$ cat src/design/tcte_pkg.sv
package tcte_pkg;

  localparam int COLUMNS_DEFAULT = 80;
  localparam int ROWS_DEFAULT    = 25;

  localparam int ACTION_W = 2;
  localparam int CHAR_W   = 8;
  localparam int COL_W    = 7;
  localparam int ROW_W    = 5;
  localparam int POS_W    = 11;
  localparam int ATTR_W   = 8;
  localparam int CELL_W   = CHAR_W + ATTR_W;
  localparam int TAB_STEP = 8;

  localparam logic [ATTR_W-1:0] RESET_ATTR = 8'h07;

  localparam logic [CHAR_W-1:0] CH_SPACE = 8'h20;
  localparam logic [CHAR_W-1:0] CH_NL    = 8'h0A;
  localparam logic [CHAR_W-1:0] CH_CR    = 8'h0D;
  localparam logic [CHAR_W-1:0] CH_TAB   = 8'h09;
  localparam logic [CHAR_W-1:0] CH_BS    = 8'h08;

  typedef enum logic [ACTION_W-1:0] {
    ACT_PUT   = 2'd0,
    ACT_WRITE = 2'd1,
    ACT_READ  = 2'd2,
    ACT_CLEAR = 2'd3
  } action_t;

  // controller -> datapath
  typedef struct packed {
    logic accept;
    logic exec;
    logic copy;
    logic fill;
    logic load;
  } cmd_t;

  // datapath -> controller
  typedef struct packed {
    logic scroll;
    logic clear;
    logic copy_last;
    logic fill_last;
    logic out_free;
  } sts_t;

endpackage

$ cat src/design/tcte_ctrl.sv
module tcte_ctrl (
  input  logic          clk,
  input  logic          rst,
  input  logic          in_valid,
  output logic          in_ready,
  input  tcte_pkg::sts_t sts,
  output tcte_pkg::cmd_t cmd
);
  import tcte_pkg::*;

  typedef enum logic [4:0] {
    S_IDLE = 5'b00001,
    S_EXEC = 5'b00010,
    S_COPY = 5'b00100,
    S_FILL = 5'b01000,
    S_DONE = 5'b10000
  } state_t;

  state_t state, state_next;
  logic   busy;
  logic   take;

  // a new item may enter while the previous result is loaded
  assign in_ready = (state == S_IDLE) || (state == S_DONE && sts.out_free);
  assign take     = in_valid && in_ready;

  always_comb begin
    cmd.accept = take;
    cmd.exec   = (state == S_EXEC);
    cmd.copy   = (state == S_COPY);
    cmd.fill   = (state == S_FILL);
    cmd.load   = (state == S_DONE) && sts.out_free;
  end

  always_comb begin
    state_next = state;
    unique case (state)
      S_IDLE: begin
        if (take) state_next = S_EXEC;
      end
      S_EXEC: begin
        if (sts.clear)       state_next = S_FILL;
        else if (sts.scroll) state_next = S_COPY;
        else                 state_next = S_DONE;
      end
      S_COPY: begin
        if (sts.copy_last) state_next = S_FILL;
      end
      S_FILL: begin
        if (sts.fill_last) state_next = busy ? S_DONE : S_IDLE;
      end
      S_DONE: begin
        if (sts.out_free) state_next = take ? S_EXEC : S_IDLE;
      end
      default: state_next = S_IDLE;
    endcase
  end

  // reset starts in the fill sweep to blank the store
  always_ff @(posedge clk) begin
    if (rst) begin
      state <= S_FILL;
      busy  <= 1'b0;
    end else begin
      state <= state_next;
      if (take)          busy <= 1'b1;
      else if (cmd.load) busy <= 1'b0;
    end
  end

endmodule

$ cat config.mk
export PLATFORM = sky130hd
export DESIGN_NAME = tcte_ctrl
export DESIGN_NICKNAME = d
export VERILOG_FILES = /design/src/design/tcte_pkg.sv /design/src/design/tcte_ctrl.sv
export SDC_FILE = /design/constraint.sdc
export NUM_CORES = 1
export LEC_CHECK = 0
export ABC_AREA = 1
export BUFFER_PORTS_ARGS = -buffer_cell sky130_fd_sc_hd__buf_4
export CORE_AREA = 2 2 39 41
export CTS_CLUSTER_SIZE = 30
export DETAILED_ROUTE_END_ITERATION = 16
export DIE_AREA = 0 0 41 43
export SLEW_MARGIN = 20
export SYNTH_ARGS = -nofsm -noshare
export SYNTH_HDL_FRONTEND = slang
export SYNTH_SLANG_ARGS = --single-unit
$ cat constraint.sdc
create_clock -name clk -period 1.6 [get_ports clk]
set_clock_uncertainty 0.2 [all_clocks]
set_input_delay 0.32 -clock clk [delete_from_list [all_inputs] [get_ports clk]]
set_output_delay 0.32 -clock clk [all_outputs]
set_load 0.03 [all_outputs]
==> results <==
- The run finished, with violations left.
- The checks that failed: negative setup slack.
- In this run the tightest slew margin relative to its limit is 0.871.
- The family of cells with the greatest summed delay on the critical path is simple AND/OR/NAND/NOR gates.
- In the routed design, unresolved DRC markers number 0.
- The number of endpoints failing setup at the final stage is 6.
- In the final routed layout, each cell accounts on average for 9.87 um.
- The number of buffers between clock root and the deepest sink is 2.
- Of the total synthesized cell area, the portion taken by XOR and XNOR cells is 0.
- For the pin with the worst max-slew slack, the measured transition is 192 ps.
- After the last flow step, the layout net total stands at 113.
- From bottom edge to top edge, the die measures 43 um.
- Of the total synthesized cell area, the portion taken by full adders, half adders and majority gates is 0.
- The count of vias placed by the detailed router is 533.
- The die covers 1760 sq um.
- Setup repair after global routing could not meet its margin everywhere.
- The number of different library cells used by synthesis comes to 19.
- Measured against the total synthesized area, the mux share comes to 0.
- STA puts the critical path data required time at 1080 ps.
- The switching share of power is 0.417.
- The clock tree from TritonCTS is done.
- The critical path goes through buf_4, nor2_1, nand3_1, nand2_4, nand2_4, inv_2, buf_6.
- After clock tree synthesis, the clock-pin slew on the worst setup and hold paths is 50 ps.
- The final critical delay including setup and external delays is 1880 ps.
- The critical path capture point type is a primary output.
- The largest voltage drop on the vdd net is 585 uV.
- The cell count after synthesis came out at 75.
- The number of max-slew violations in the final report was 0.
- The wire length of the first global-routing pass is 1.97 mm.
- Counting the buffers created by CTS gives 3.
- The detail route stage leaves a number of antenna-violating nets equal to 0.
- The portion of total power attributed to sequential cells is 0.258.
- The number of ports placed on the die boundary is 14.
- The data arrival time of the critical path is 1360 ps.
- The fraction of power consumed by the clock network is 0.196.
- The kind of start point of the critical path is a register.
- Of all nets on the critical path, the largest fanout is 2.
- Entering global routing, the biggest net connects 6 pins.
- By area, the combinational part of the netlist is dominated by simple AND/OR/NAND/NOR gates.
- The critical path is of the register to primary output type.
- For this design, the slowest cell found on the critical path is sky130_fd_sc_hd__dfxtp_2.
- The standard-cell row count is 14.
- The number of hold violations in the final report is 0.
- The via count of the first global-routing pass was 497.
- The most numerous cell on the critical path is sky130_fd_sc_hd__nand2_4.
- Of the total synthesized cell area, the portion taken by AND, OR, NAND and NOR gates is 0.511.
- After routing the design area is 778 sq um.
- The setup check on the worst reg-to-reg path leaves a slack of 120 ps.
- Counting flops and latches in the post-synthesis netlist gives 6.
- Summed over all nets, the switching power comes to 0.000315 W.
- The logic gate share of total power is 0.546.
- Relative to the synthesized area, the layout overhead comes to 56.7%.
- The pre-antenna-repair detailed-routing pass consisted of 4 iterations.
- The TritonCTS sink count is 6.
- Max-cap violations in this run came to 0.
- The share of the clock period used by the worst path after layout is 1.17.
- In this run the cell area measured after placement is 667 sq um.
- The kind of path behind the tightest hold check is input port to register.
- For this run, the top clock speed supported by timing is 533 MHz.
- The cell area power density is 970 nW/um^2.
- For this run the aggregate overflow at the end of global routing stands at 0.
- The post-route worst setup slack is -277 ps.
- In this run the number of H-tree levels came out at 1.
- The leakage power summed over all cells is 0.407 nW.
- The largest single stage delay on the critical path is 320 ps.
- The root buffer selected by CTS is sky130_fd_sc_hd__clkbuf_4.
- Internal power comes to 0.000440 W.
- The buffer and inverter count on the worst path is 3.
- The die extent in x is 41 um.
- The latest clock arrival within the worst-skew pair is 250 ps.
- The routability congestion estimate is 0.823.
- The fraction of the core area covered by cells at the end of the flow is 0.562.
- The floorplan core area is 1380 sq um.
- The total detailed-routing wirelength is 1.18 mm.
- The repair_antennas step left the layout with diodes totalling 0.
- The hold buffer count at CTS is 0.
- The worst-case setup slack after placement is -2.20 ps.
- The yosys synthesis warning count is 0.
- The final hold slack is 49.8 ps.
- The starting density of the core is 0.359.
- The initial antenna violation count was 0.
- Dividing the synthesized area by the synthesized cell count gives 6.62 sq um.
- Once detailed placement completed, the half-perimeter wirelength came to 887 um.
- The number of port buffers is 13.
- The mapped cell area is 497 sq um.
- Using the TritonRoute via totals, the vias-per-cell ratio works out to 4.48.
- For this block, the initial DRC count from the detailed router was 13.
- The setup TNS is -1090 ps.
- The share of cells above drive strength 1 is 0.650.
- The synthesized-area fraction occupied by ao, oa, aoi and oai cells was 0.0831.
- In the global route stage, overall resource usage came out at 0.167.
- For this run, the register share of the synthesized area comes to 0.242.
- The post-synthesis net count is 83.
==> worst reg2reg max path: cells and delay by family (launching register included) <==
| kind | cells | cell delay [ps] |
|---|---|---|
| buf+inv | 3 | 310 |
| flops | 1 | 330 |
| simple gates | 7 | 540 |
==> Yosys cell counts <==
cell type | count | area share
sky130_fd_sc_hd__dfxtp_1 | 6 | 0.24
sky130_fd_sc_hd__nand2_1 | 9 | 0.068
sky130_fd_sc_hd__nor2_1 | 5 | 0.038
sky130_fd_sc_hd__inv_4 | 1 | 0.013
sky130_fd_sc_hd__buf_4 | 1 | 0.015
sky130_fd_sc_hd__nand2_4 | 3 | 0.068
sky130_fd_sc_hd__o211ai_1 | 1 | 0.015
sky130_fd_sc_hd__inv_2 | 7 | 0.053
sky130_fd_sc_hd__nor2_4 | 3 | 0.068
sky130_fd_sc_hd__nor2_2 | 7 | 0.088
sky130_fd_sc_hd__nand2_2 | 4 | 0.050
sky130_fd_sc_hd__inv_1 | 11 | 0.083
sky130_fd_sc_hd__nand4_1 | 4 | 0.050
sky130_fd_sc_hd__nand3_2 | 1 | 0.020
sky130_fd_sc_hd__nand3_1 | 6 | 0.060
sky130_fd_sc_hd__a21oi_2 | 1 | 0.018
sky130_fd_sc_hd__o21ai_0 | 3 | 0.030
sky130_fd_sc_hd__a21oi_1 | 1 | 0.010
sky130_fd_sc_hd__o21ai_1 | 1 | 0.010
==> final cells by class <==
type,count,area [sq um]
clock buffers,3,22.5
repair buffers,26,218
inverters,19,76.3
fillers,135,606
well taps,16,20.0
flip-flops and latches,6,129
multi-input cells,49,313
==> state kept, by name (all words and copies together) (netlist names) <==
signal	cells
busy	1
state	5
==> stage by stage <==
stage,power [W],std cells
after floorplan,0.000438,75
after global placement,0.000546,111
after detailed placement,0.000546,111
after CTS,0.000711,117
after global routing,0.000811,119
final,0.000755,119
==> logic make-up (layout without fill, tap and decap cells) <==
family	Yosys count	in the layout
AO/OA/AOI/OAI	7	7
buffers and inverters	20	48
flip-flops	6	6
AND/OR/NAND/NOR	42	42
==> layer usage <==
metal / share of wire / wire (um) / GRT usage / up-vias
li1: - / - / - / 285
met1: 0.43 / 505 / 0.232 / 231
met2: 0.51 / 595 / 0.222 / 15
met3: 0.046 / 54 / 0.0628 / 2
met4: 0.016 / 19 / 0.0733 / 0
met5: 0 / 0 / 0 / -
==> final timing paths <==
kind,start,end,cells past startpoint
setup / recovery,state[1]$_SDFFE_PP0P_,cmd[4],7
hold / removal,rst,state[1]$_SDFFE_PP0P_,2
setup reg to reg,state[0]$_SDFFE_PP0P_,state[0]$_SDFFE_PP0P_,10
hold reg to reg,busy$_SDFFE_PP0P_,busy$_SDFFE_PP0P_,2
==> what timing repair did <==
action                     in CTS  in global routing
setup buffers                   3                  3
pin swaps                       2                  3
resized for setup               9                 13
setup endpoints to repair       6                  6
==> layout by cell type (no fill, tap or decap) <==
master                     instances
sky130_fd_sc_hd__nor2_4            4
sky130_fd_sc_hd__nor2_2            7
sky130_fd_sc_hd__nand3_2           1
sky130_fd_sc_hd__nand2_1           7
sky130_fd_sc_hd__nand4_1           4
sky130_fd_sc_hd__a21oi_1           1
sky130_fd_sc_hd__o211ai_1          1
sky130_fd_sc_hd__buf_6             6
sky130_fd_sc_hd__nand3_1           6
sky130_fd_sc_hd__clkbuf_4          3
sky130_fd_sc_hd__o21ai_1           1
sky130_fd_sc_hd__inv_2             9
sky130_fd_sc_hd__a21oi_2           1
sky130_fd_sc_hd__dfxtp_1           1
sky130_fd_sc_hd__nor2_1            4
sky130_fd_sc_hd__nand2_2           5
sky130_fd_sc_hd__dfxtp_2           4
sky130_fd_sc_hd__inv_4             2
sky130_fd_sc_hd__buf_4            20
sky130_fd_sc_hd__dfxtp_4           1
sky130_fd_sc_hd__nand2_4           4
sky130_fd_sc_hd__inv_1             8
sky130_fd_sc_hd__o21ai_0           3
==> power groups by stage <==
stage | clock, W | sequential [W] | combinational, W
5_1_grt | 0.000163 | 0.000197 | 0.000452
3_3_place_gp | 0 | 0.000193 | 0.000353
2_1_floorplan | 0 | 0.000191 | 0.000247
4_1_cts | 0.000152 | 0.000194 | 0.000364
6_report | 0.000148 | 0.000195 | 0.000412
3_5_place_dp | 0 | 0.000193 | 0.000353
No activity file was read; power rests on OpenSTA's default activity.
